## src/srd_pkg.sv

```systemverilog
// ----------------------------------------------------------------------------
// srd_pkg: shared definitions of the scale report deframer
// Frame marker bytes, header slots, report codes, the CRC-16/MODBUS byte
// update and the command/status bundles between controller and datapath.
// ----------------------------------------------------------------------------
`default_nettype none

package srd_pkg;

    // Largest payload byte count accepted in a frame header
    localparam int MAX_PAYLOAD = 64;
    localparam int CNT_W       = $clog2(MAX_PAYLOAD + 1);
    localparam int LEN_W       = 16;

    // Frame marker bytes
    localparam logic [7:0] MARK_FIRST  = 8'hA5;
    localparam logic [7:0] MARK_SECOND = 8'h5A;

    // CRC-16/MODBUS
    localparam logic [15:0] CRC_INIT = 16'hFFFF;
    localparam logic [15:0] CRC_POLY = 16'hA001;

    // Header store slots
    localparam logic [2:0] HDR_MARK0 = 3'd0;
    localparam logic [2:0] HDR_MARK1 = 3'd1;
    localparam logic [2:0] HDR_CLASS = 3'd2;
    localparam logic [2:0] HDR_TYPE  = 3'd3;
    localparam logic [2:0] HDR_LENH  = 3'd4;
    localparam logic [2:0] HDR_LENL  = 3'd5;
    localparam int         HDR_DEPTH = 6;

    // Report decoding
    localparam logic [7:0] CLASS_A      = 8'h01;
    localparam logic [7:0] CLASS_B      = 8'h02;
    localparam logic [7:0] TYPE_WEIGHT  = 8'h01;
    localparam logic [7:0] TYPE_BATTERY = 8'h05;
    localparam logic [LEN_W-1:0] MIN_WEIGHT_LEN  = 16'd8;
    localparam logic [LEN_W-1:0] MIN_BATTERY_LEN = 16'd2;

    typedef enum logic [1:0] {
        KIND_OTHER   = 2'd0,
        KIND_WEIGHT  = 2'd1,
        KIND_BATTERY = 2'd2
    } srd_kind_t;

    // Running CRC operations
    typedef enum logic [1:0] {
        CRC_HOLD    = 2'd0,
        CRC_CLEAR   = 2'd1,
        CRC_RESTART = 2'd2,
        CRC_UPDATE  = 2'd3
    } srd_crc_op_t;

    // Payload byte counter operations
    typedef enum logic [1:0] {
        CNT_HOLD  = 2'd0,
        CNT_CLEAR = 2'd1,
        CNT_INC   = 2'd2
    } srd_cnt_op_t;

    // Controller to datapath commands
    typedef struct packed {
        logic        replay_sel;
        logic [1:0]  replay_idx;
        logic        replay_load;
        logic        hdr_wr;
        logic [2:0]  hdr_idx;
        srd_crc_op_t crc_op;
        srd_cnt_op_t cnt_op;
        logic        pay_clear;
        logic        pay_take;
        logic        rcv_hi;
        logic        emit;
    } srd_cmd_t;

    // Datapath to controller status
    typedef struct packed {
        logic eq_first;
        logic eq_second;
        logic len_too_big;
        logic len_zero;
        logic cnt_last;
        logic out_full;
    } srd_stat_t;

    // Fold one byte into the CRC, LSB first
    function automatic logic [15:0] crc_feed(input logic [15:0] crc_in,
                                             input logic [7:0] data);
        logic [15:0] c;
        c = crc_in ^ {8'h00, data};
        for (int i = 0; i < 8; i++) begin
            c = c[0] ? ((c >> 1) ^ CRC_POLY) : (c >> 1);
        end
        return c;
    endfunction

endpackage

`default_nettype wire

```

## src/srd_ctrl.sv

```systemverilog
// ----------------------------------------------------------------------------
// srd_ctrl: frame parser controller
// Tracks the frame phase, sequences header rescans after an oversize length
// and issues per-byte commands to the datapath.
// ----------------------------------------------------------------------------
`default_nettype none

module srd_ctrl import srd_pkg::*; (
    input  wire logic      aclk,
    input  wire logic      aresetn,
    input  wire logic      s_valid,
    output logic           s_ready,
    input  wire srd_stat_t stat,
    output srd_cmd_t       cmd
);

    typedef enum logic [8:0] {
        ST_HUNT    = 9'b000000001,
        ST_MARK    = 9'b000000010,
        ST_CLASS   = 9'b000000100,
        ST_TYPE    = 9'b000001000,
        ST_LENH    = 9'b000010000,
        ST_LENL    = 9'b000100000,
        ST_PAYLOAD = 9'b001000000,
        ST_CRC_HI  = 9'b010000000,
        ST_CRC_LO  = 9'b100000000
    } srd_state_t;

    srd_state_t state_reg, state_next;
    logic       replay_busy_reg, replay_busy_next;
    logic [1:0] replay_idx_reg, replay_idx_next;
    logic       step;

    // Stall requests while replaying or when a result would hit a full output
    assign s_ready = ~replay_busy_reg & ~((state_reg == ST_CRC_LO) & stat.out_full);
    assign step    = (s_valid & s_ready) | replay_busy_reg;

    // Decode phase and byte into commands
    always_comb begin
        state_next = state_reg;
        cmd             = '0;
        cmd.crc_op      = CRC_HOLD;
        cmd.cnt_op      = CNT_HOLD;
        cmd.replay_sel  = replay_busy_reg;
        cmd.replay_idx  = replay_idx_reg;
        if (step) begin
            case (state_reg)
                ST_HUNT: begin
                    if (stat.eq_first) begin
                        cmd.hdr_wr  = 1'b1;
                        cmd.hdr_idx = HDR_MARK0;
                        cmd.crc_op  = CRC_RESTART;
                        state_next  = ST_MARK;
                    end
                end
                ST_MARK: begin
                    if (stat.eq_second) begin
                        cmd.hdr_wr  = 1'b1;
                        cmd.hdr_idx = HDR_MARK1;
                        cmd.crc_op  = CRC_UPDATE;
                        state_next  = ST_CLASS;
                    end else if (stat.eq_first) begin
                        cmd.hdr_wr  = 1'b1;
                        cmd.hdr_idx = HDR_MARK0;
                        cmd.crc_op  = CRC_RESTART;
                    end else begin
                        cmd.crc_op = CRC_CLEAR;
                        cmd.cnt_op = CNT_CLEAR;
                        state_next = ST_HUNT;
                    end
                end
                ST_CLASS: begin
                    cmd.hdr_wr  = 1'b1;
                    cmd.hdr_idx = HDR_CLASS;
                    cmd.crc_op  = CRC_UPDATE;
                    state_next  = ST_TYPE;
                end
                ST_TYPE: begin
                    cmd.hdr_wr  = 1'b1;
                    cmd.hdr_idx = HDR_TYPE;
                    cmd.crc_op  = CRC_UPDATE;
                    state_next  = ST_LENH;
                end
                ST_LENH: begin
                    cmd.hdr_wr  = 1'b1;
                    cmd.hdr_idx = HDR_LENH;
                    cmd.crc_op  = CRC_UPDATE;
                    state_next  = ST_LENL;
                end
                ST_LENL: begin
                    cmd.hdr_wr  = 1'b1;
                    cmd.hdr_idx = HDR_LENL;
                    cmd.cnt_op  = CNT_CLEAR;
                    if (stat.len_too_big) begin
                        // drop both marker bytes and rescan the rest
                        cmd.crc_op      = CRC_CLEAR;
                        cmd.replay_load = 1'b1;
                        state_next      = ST_HUNT;
                    end else begin
                        cmd.crc_op    = CRC_UPDATE;
                        cmd.pay_clear = 1'b1;
                        state_next    = stat.len_zero ? ST_CRC_HI : ST_PAYLOAD;
                    end
                end
                ST_PAYLOAD: begin
                    cmd.crc_op   = CRC_UPDATE;
                    cmd.pay_take = 1'b1;
                    if (stat.cnt_last) begin
                        cmd.cnt_op = CNT_CLEAR;
                        state_next = ST_CRC_HI;
                    end else begin
                        cmd.cnt_op = CNT_INC;
                    end
                end
                ST_CRC_HI: begin
                    cmd.rcv_hi = 1'b1;
                    state_next = ST_CRC_LO;
                end
                ST_CRC_LO: begin
                    cmd.emit   = 1'b1;
                    cmd.crc_op = CRC_CLEAR;
                    cmd.cnt_op = CNT_CLEAR;
                    state_next = ST_HUNT;
                end
                default: begin
                    state_next = ST_HUNT;
                end
            endcase
        end
    end

    // Advance the rescan pointer over the four saved header bytes
    always_comb begin
        replay_busy_next = replay_busy_reg;
        replay_idx_next  = replay_idx_reg;
        if (cmd.replay_load) begin
            replay_busy_next = 1'b1;
            replay_idx_next  = '0;
        end else if (replay_busy_reg) begin
            replay_idx_next = replay_idx_reg + 2'd1;
            if (replay_idx_reg == 2'd3) begin
                replay_busy_next = 1'b0;
            end
        end
    end

    always_ff @(posedge aclk) begin
        if (!aresetn) begin
            state_reg       <= ST_HUNT;
            replay_busy_reg <= 1'b0;
            replay_idx_reg  <= '0;
        end else begin
            state_reg       <= state_next;
            replay_busy_reg <= replay_busy_next;
            replay_idx_reg  <= replay_idx_next;
        end
    end

endmodule

`default_nettype wire

```

## src/srd_datapath.sv

```systemverilog
// ----------------------------------------------------------------------------
// srd_datapath: frame parser datapath
// Holds the header store, running CRC, payload counter, report bytes, the
// rescan buffer and the result register.
// ----------------------------------------------------------------------------
`default_nettype none

module srd_datapath import srd_pkg::*; (
    input  wire logic         aclk,
    input  wire logic         aresetn,
    input  wire logic [7:0]   s_rx_byte,
    input  wire srd_cmd_t     cmd,
    output srd_stat_t         stat,
    output logic              m_valid,
    input  wire logic         m_ready,
    output logic [7:0]        m_frame_class,
    output logic [7:0]        m_frame_type,
    output logic [6:0]        m_payload_length,
    output logic              m_crc_ok,
    output logic [1:0]        m_report_kind,
    output logic signed [31:0] m_weight_tenths,
    output logic [7:0]        m_battery_percent
);

    logic [7:0]       hdr_reg [HDR_DEPTH];
    logic [7:0]       replay_reg [4];
    logic [15:0]      crc_reg, crc_next;
    logic [CNT_W-1:0] cnt_reg, cnt_next;
    logic [7:0]       rcv_hi_reg;
    logic [31:0]      weight_reg;
    logic [7:0]       batt_reg;
    logic             out_valid_reg, out_valid_next;
    logic [7:0]       rx;
    logic [LEN_W-1:0] len_new, len_stored;
    logic [7:0]       cls, typ;
    srd_kind_t        kind;

    // Select the live byte or a saved header byte during a rescan
    assign rx = cmd.replay_sel ? replay_reg[cmd.replay_idx] : s_rx_byte;

    assign len_new    = {hdr_reg[HDR_LENH], rx};
    assign len_stored = {hdr_reg[HDR_LENH], hdr_reg[HDR_LENL]};
    assign cls        = hdr_reg[HDR_CLASS];
    assign typ        = hdr_reg[HDR_TYPE];

    // Status to the controller
    always_comb begin
        stat.eq_first    = (rx == MARK_FIRST);
        stat.eq_second   = (rx == MARK_SECOND);
        stat.len_too_big = (len_new > LEN_W'(MAX_PAYLOAD));
        stat.len_zero    = (len_new == '0);
        stat.cnt_last    = ((LEN_W'(cnt_reg) + LEN_W'(1)) >= len_stored);
        stat.out_full    = out_valid_reg;
    end

    // Running CRC update
    always_comb begin
        case (cmd.crc_op)
            CRC_CLEAR:   crc_next = CRC_INIT;
            CRC_RESTART: crc_next = crc_feed(CRC_INIT, rx);
            CRC_UPDATE:  crc_next = crc_feed(crc_reg, rx);
            default:     crc_next = crc_reg;
        endcase
    end

    // Payload byte counter
    always_comb begin
        case (cmd.cnt_op)
            CNT_CLEAR: cnt_next = '0;
            CNT_INC:   cnt_next = cnt_reg + CNT_W'(1);
            default:   cnt_next = cnt_reg;
        endcase
    end

    // Decode the report kind from the stored header
    always_comb begin
        kind = KIND_OTHER;
        if (cls == CLASS_A || cls == CLASS_B) begin
            if (typ == TYPE_WEIGHT && len_stored >= MIN_WEIGHT_LEN) begin
                kind = KIND_WEIGHT;
            end else if (typ == TYPE_BATTERY && len_stored >= MIN_BATTERY_LEN) begin
                kind = KIND_BATTERY;
            end
        end
    end

    // Result handshake: drop on request taken, set on emit
    always_comb begin
        out_valid_next = out_valid_reg;
        if (out_valid_reg && m_ready) begin
            out_valid_next = 1'b0;
        end
        if (cmd.emit) begin
            out_valid_next = 1'b1;
        end
    end

    always_ff @(posedge aclk) begin
        if (!aresetn) begin
            out_valid_reg <= 1'b0;
            crc_reg       <= CRC_INIT;
            cnt_reg       <= '0;
        end else begin
            out_valid_reg <= out_valid_next;
            crc_reg       <= crc_next;
            cnt_reg       <= cnt_next;
        end
    end

    // Header store and rescan buffer
    always_ff @(posedge aclk) begin
        if (cmd.hdr_wr) begin
            hdr_reg[cmd.hdr_idx] <= rx;
        end
        if (cmd.replay_load) begin
            replay_reg[0] <= hdr_reg[HDR_CLASS];
            replay_reg[1] <= hdr_reg[HDR_TYPE];
            replay_reg[2] <= hdr_reg[HDR_LENH];
            replay_reg[3] <= rx;
        end
    end

    // Report bytes and received CRC high byte
    always_ff @(posedge aclk) begin
        if (cmd.pay_clear) begin
            weight_reg <= '0;
            batt_reg   <= '0;
        end else if (cmd.pay_take) begin
            if (cnt_reg < CNT_W'(4)) begin
                weight_reg <= {weight_reg[23:0], rx};
            end
            if (cnt_reg == CNT_W'(1)) begin
                batt_reg <= rx;
            end
        end
        if (cmd.rcv_hi) begin
            rcv_hi_reg <= rx;
        end
    end

    // Capture the result of a completed frame
    always_ff @(posedge aclk) begin
        if (cmd.emit) begin
            m_frame_class     <= cls;
            m_frame_type      <= typ;
            m_payload_length  <= len_stored[6:0];
            m_crc_ok          <= (crc_reg == {rcv_hi_reg, rx});
            m_report_kind     <= kind;
            m_weight_tenths   <= (kind == KIND_WEIGHT) ? $signed(weight_reg) : 32'sd0;
            m_battery_percent <= (kind == KIND_BATTERY) ? batt_reg : 8'd0;
        end
    end

    assign m_valid = out_valid_reg;

endmodule

`default_nettype wire

```

## src/scale_report_deframer.sv

```systemverilog
// ----------------------------------------------------------------------------
// scale_report_deframer: CRC-16/MODBUS framed report stream deframer
// Hunts for the A5 5A marker, parses class, type, length, payload and CRC,
// and returns one result per complete frame, decoding weight and battery reports.
// ----------------------------------------------------------------------------
//  Channel | Ports                     | Moves
//  --------+---------------------------+---------------------------------
//  s_      | s_valid/s_ready/s_rx_byte | one stream byte per request
//  m_      | m_valid/m_ready/m_*       | one frame result per request
//
//  One byte is taken per cycle while s_ready is high. A length above
//  MAX_PAYLOAD holds s_ready low while the saved header is replayed.
//  The last CRC byte is held off while an earlier result still sits in the
//  output register; other bytes keep flowing during an output stall.
//  Reset (aresetn low, synchronous) returns the parser to marker hunting.
// ----------------------------------------------------------------------------
`default_nettype none

module scale_report_deframer import srd_pkg::*; (
    input  wire logic          aclk,
    input  wire logic          aresetn,
    input  wire logic          s_valid,
    output logic               s_ready,
    input  wire logic [7:0]    s_rx_byte,
    output logic               m_valid,
    input  wire logic          m_ready,
    output logic [7:0]         m_frame_class,
    output logic [7:0]         m_frame_type,
    output logic [6:0]         m_payload_length,
    output logic               m_crc_ok,
    output logic [1:0]         m_report_kind,
    output logic signed [31:0] m_weight_tenths,
    output logic [7:0]         m_battery_percent
);

    srd_cmd_t  cmd;
    srd_stat_t stat;

    // Phase sequencing
    srd_ctrl u_ctrl (
        .aclk    (aclk),
        .aresetn (aresetn),
        .s_valid (s_valid),
        .s_ready (s_ready),
        .stat    (stat),
        .cmd     (cmd)
    );

    // Byte handling and result register
    srd_datapath u_datapath (
        .aclk              (aclk),
        .aresetn           (aresetn),
        .s_rx_byte         (s_rx_byte),
        .cmd               (cmd),
        .stat              (stat),
        .m_valid           (m_valid),
        .m_ready           (m_ready),
        .m_frame_class     (m_frame_class),
        .m_frame_type      (m_frame_type),
        .m_payload_length  (m_payload_length),
        .m_crc_ok          (m_crc_ok),
        .m_report_kind     (m_report_kind),
        .m_weight_tenths   (m_weight_tenths),
        .m_battery_percent (m_battery_percent)
    );

endmodule

`default_nettype wire
```

## config.mk

```make
export PLATFORM = sky130hd
export DESIGN_NAME = scale_report_deframer
export DESIGN_NICKNAME = d
export VERILOG_FILES = /design/src/srd_pkg.sv /design/src/srd_ctrl.sv /design/src/srd_datapath.sv /design/src/scale_report_deframer.sv
export SDC_FILE = /design/constraint.sdc
export NUM_CORES = 1
export LEC_CHECK = 0
export BUFFER_PORTS_ARGS = -buffer_cell sky130_fd_sc_hd__buf_2
export CELL_PAD_IN_SITES_DETAIL_PLACEMENT = 2
export CELL_PAD_IN_SITES_GLOBAL_PLACEMENT = 2
export CORE_ASPECT_RATIO = 1.5
export CORE_MARGIN = 2
export CORE_UTILIZATION = 41
export DETAILED_ROUTE_END_ITERATION = 12
export PLACE_DENSITY_LB_ADDON = 0.1
export RECOVER_POWER = 100
export SLEW_MARGIN = 5
export SYNTH_ARGS = -nofsm -noshare
export SYNTH_HDL_FRONTEND = slang
export SYNTH_HIERARCHICAL = 1
export SYNTH_SLANG_ARGS = --single-unit
```

## constraint.sdc

```tcl
create_clock -name aclk -period 7.6 [get_ports aclk]
set_input_delay 1.14 -clock aclk [delete_from_list [all_inputs] [get_ports aclk]]
set_output_delay 1.14 -clock aclk [all_outputs]
set_load 0.05 [all_outputs]
```

### After elaboration in Yosys (flattened, before gate mapping)

Memories as Yosys holds them, arrays and structs flattened. A register that Yosys moved wholly into a read port is not among the register bits.
Cells that the tools add are included.

| cells by class | value |
|---|---|
| reductions and logical operators | 14 |
| $mul | 0 |
| $add $sub $neg | 3 |
| $lt $le $gt $ge | 5 |
| eq/ne operators | 28 |
| mux-type cells | 59 |
| div/mod/pow operators | 0 |
| shift operators | 0 |
| bitwise logic cells | 25 |

Operators by type and width:

| operator | number |
|---|---|
| 16-bit 2-to-1 mux | 16 |
| 9-bit case mux with 8 select lines | 1 |
| 2-bit inverter with 3-bit output | 16 |
| 16-bit case mux with 3 select lines | 1 |
| 9-bit 2-to-1 mux | 5 |
| 4-bit case mux with 6 select lines | 1 |
| 2-bit 2-to-1 mux | 9 |
| 1-bit 2-to-1 mux | 17 |
| 16-bit equality test | 1 |
| 8-bit by 1-bit equality test with 1-bit output (second input constant) | 2 |
| 16-bit >= comparator | 1 |
| 16-bit by 2-bit >= comparator with 1-bit output (second input constant) | 1 |
| 16-bit by 4-bit >= comparator with 1-bit output (second input constant) | 1 |
| 16-bit by 7-bit > comparator with 1-bit output (second input constant) | 1 |
| 16-bit logical NOT | 1 |
| 8-bit 2-to-1 mux | 2 |
| 8-bit inverter with 16-bit output | 1 |
| 16-bit by 8-bit bitwise XOR with 16-bit output | 1 |
| 7-bit case mux with 2 select lines | 1 |
| 13-bit 2-to-1 mux | 1 |
| 6-bit 2-to-1 mux | 2 |
| 2-bit equality test (second input constant) | 5 |
| 2-bit case mux with 5 select lines | 1 |
| 9-bit by 1-bit equality test with 1-bit output (second input constant) | 1 |
| 33 further kinds | 45 |

| word-level totals | value |
|---|---|
| ROM bits | 0 |
| memory bits (writable) | 80 |
| register bits after elaboration | 150 |
| bits of input ports | 12 |
| memories | 2 |
| bits in latches | 0 |
| logic and storage cells | 152 |

Memory list:

| name | depth | bits a word | read ports | clocked after Yosys merged registers in | wr ports | RTL line | text |
|---|---|---|---|---|---|---|---|
| u_datapath.hdr_reg | 6 | 8 | 4 | 0 | 1 | srd_datapath.sv:25 | `logic [7:0] hdr_reg [HDR_DEPTH];` |
| u_datapath.replay_reg | 4 | 8 | 1 | 1 | 4 | srd_datapath.sv:26 | `logic [7:0] replay_reg [4];` |

### Logic depth before layout (Yosys ltp)

| logic depth | value |
|---|---|
| word-level depth | 19 |
| gate-level depth with buffers | 21 |
| mapped depth without buffers | 20 |

### Modules after synthesis

The synthesis kept the hierarchy.

Modules (own cells, without submodules):

| module | cells an instance | area each (sq um) | sequential area each (sq um) | instances |
|---|---|---|---|---|
| srd_datapath | 649 | 8370.5 | 5425.2 | 1 |
| srd_ctrl | 129 | 1011.0 | 240.2 | 1 |

### Worst setup path after synthesis

Ideal clock, no wire load.

| timing path | value |
|---|---|
| path type | input-to-reg |
| start point | input s_valid |
| end point | register u_datapath.m_battery_percent[0], enable pin |
| buffers on the path | 1 |
| stages on the path | 5 |
| arrival time | 6144 ps |
| slack | 882 ps |
| path through | inv_1 -> a41oi_2 -> nor2_1 -> buf_2 -> nor3_1 |

RTL lines:

| what | RTL line | text |
|---|---|---|
| from (decl) | scale_report_deframer.sv:22 | `input wire logic s_valid,` |
| to (signal assigned) | srd_datapath.sv:150 | `m_battery_percent <= (kind == KIND_BATTERY) ? batt_reg : 8'd0;` |
| to (decl) | srd_datapath.sv:22 | `output logic [7:0] m_battery_percent` |

==> metrics <==
status finished, violations left; failing checks max-capacitance violations, max-slew violations; H-tree depth 1; vias in the first global route 7030; multi-input logic area 3341 um^2; Detailed Route WL 28.38 mm; layout cell share with drive strength beyond 1 0.08046; Seq/Total Area, Yosys 0.6039; worst r2r dst u_datapath/hdr_reg[5][7]$_DFFE_PP_; Iter 0 DRT Violations around 290; Reg clk slew, reported paths 0.06 ns; Hold Crit Endpoint u_datapath/replay_reg[2][3]$_DFFE_PP_; Syn Inst Count roughly 780; maximum VDD drop about 0.00018 V; Post-synth EDFFs roughly 140; area share of the largest cell type after synthesis 0.4417; Post-DP HPWL about 20 mm; setup TNS 0 ns; CP arrival 6.24 ns; Yosys reg bits approximately 210; I/O pin count 80; synth unique cells 69; worst r2r src u_ctrl/replay_idx_reg[0]$_SDFFE_PP0P_; Die ar. about 24000 um^2; worst setup path class reg2reg; post-cts resize count 0; CP Cell Sequence mux4_2, mux2i_1, ha_1, nand2_1, nor3_1, o21ai_0, o21ai_0, nand3_1, a31oi_1, nand2_1, nor3b_1; residual DRC count 0; initial core utilization 0.4191; syn nets around 820; R2R depth 11; PortBufs about 80; Slew HR -1.056; Post-synth ARST share 0; Routed Antenna Nets 0; Synth Flop Type edfxtp_1; Final Skew ~0.015 ns; First-pass DRT Iterations 4; Place WS around 2.1 ns; final hold vios 0; routed vias/inst 5.470; fin cells 1146; Cells after DPL about 1100; Largest stage delay, worst path 1.18 ns; Achievable Freq about 0.16 GHz; die height between 150 and 200 um; area delta synth->final 13.36%; CP max-delay cell nor3b_1; hold path startpoint u_datapath/hdr_reg[4][3]$_DFFE_PP_; CTS tree done; HP Class reg2reg; Nets 890; pin count of the biggest net entering global routing 42; Synth warnings 6; Fillers 2256; via count around 6300; Worst-Margin Slew between 3 and 4 ns; CTS Buffer Depth 3; Core ar. 22380 um^2; Setup Fix Bufs, Post-CTS 0; Reg area around 5700 um^2; Final min period about 6 ns; CTS sink count roughly 210; num rows 67; Setup crit end kind flip-flop; die width between 100 and 150 um; wire per inst 24.76 um; fin area about 11000 um^2; setup ws final about 1.5 ns; Max-Cap Viols 6; # setup viols final 0; hold_buf cts 0; grt ovf 0; post-synth top area cell edfxtp_1; Post-Synthesis Cell Area approximately 9400 um^2; Pleak 0.003627 uW; Hold Path Cell Cnt 0; Final period util 0.8052; pwr dens around 250 nW/um^2; CP Max Fanout 13; TritonCTS Buffers 23; first-pass GRT wire length 43.59 mm; Max Slew Vio Count roughly 150; synth top area cells edfxtp_1, dfxtp_1, nand2_1; CTS root buffer clkbuf_16; R2R Setup Slk 1.48 ns; initial antenna violation count 0; Placed Instance Area roughly 10000 um^2; gr usage total 0.2395; Mapped Avg Cell Area approximately 12 um^2; most frequent cells in the layout edfxtp_1, nand2_1, dfxtp_1, clkbuf_1, nor2_1; worst skew pair latency around 0.52 ns; GP Congestion around 0.84; startpoint types flip-flop; CP required ~7.7 ns; most common cell after layout, fill and taps aside edfxtp_1; Inserted Diodes 0; crit path launch u_ctrl/replay_idx_reg[0]$_SDFFE_PP0P_; RSZ-0062 raised after global routing no
[cell families after synthesis]
group | after synthesis | synth area share
compound gates | 125 | 0.08709
simple gates | 272 | 0.1480
flops | 214 | 0.6039
mux | 22 | 0.03908
xor+xnor | 54 | 0.05548
fa+ha+maj | 25 | 0.03334
buf+inv | 66 | 0.03307
[cell usage after synthesis, types with 3 or more instances]
master    number
nand3b_1       4
xor2_1        24
a21oi_1       35
and2_1        44
nand4b_1       4
inv_1         28
nand2_1       93
buf_6          5
mux4_2         5
nor4bb_1       3
edfxtp_1     138
o211ai_1       3
clkbuf_1      21
and3_1         5
a21o_1         9
nand4_1        3
xnor2_1       26
mux2i_1       10
nand3_1       12
o22ai_1        9
nor4_1         7
a31oi_1        4
buf_1          3
mux2i_4        4
nor3_1        16
a211oi_1      16
nor3b_1        3
nand2b_1       5
buf_2          6
dfxtp_1       76
a21boi_1       5
ha_1          25
o21ai_0       20
nor2b_1        9
o21a_1         3
o21ai_1        4
nor2_1        49
[cell type report]
class,count,share of cell area
multi-input cells,498,0.3141
inverters,28,0.009882
clock buffers,24,0.05447
clock inverters,18,0.02294
well taps,276,0.03247
flip-flops and latches,214,0.5327
repair buffers,88,0.03341
[power breakdown]
part           internal, uW  switching, uW  total [uW]
sequential             1240           29.5        1270
combinational          73.4            127         200
clock                   733            495        1230
total                  2040            651        2700
[worst max path at each step]
stage                                               endpoint  cells after the start
6_report                  u_datapath/hdr_reg[5][7]$_DFFE_PP_                     11
3_3_place_gp              u_datapath/hdr_reg[5][5]$_DFFE_PP_                     11
4_1_cts                   u_datapath/hdr_reg[5][7]$_DFFE_PP_                     11
5_1_grt                   u_datapath/hdr_reg[5][7]$_DFFE_PP_                     11
2_1_floorplan  u_datapath/m_battery_percent[0]$_SDFFCE_PP0P_                      5
3_5_place_dp              u_datapath/hdr_reg[5][2]$_DFFE_PP_                     12
[critical path: cells and delay by family, from the launching register on]
family | cells | cell delay [ns]
compound gates | 3 | 0.75
fa+ha+maj | 1 | 0.33
simple gates | 5 | 2.11
mux | 2 | 1.71
flops | 1 | 0.81
[per-stage QoR]
step,total power [uW],hold slack (ns),util
after CTS,2732,0.4612,0.4840
after floorplan,1441,0.4169,-
final,2695,0.4676,0.4752
after detailed placement,1500,0.4447,0.4472
after global routing,2782,0.4733,0.4752
after global placement,1488,0.4319,0.4472
[metal layers]
layer / GRT usage / wire [um] / up-vias
li1: - / - / 2924
met1: 0.2670 / 10700 / 3183
met2: 0.4726 / 16170 / 124
met3: 0.02430 / 760 / 38
met4: 0.06762 / 738 / 0
met5: 0 / 0 / -
(Power assumes the default switching activity.)
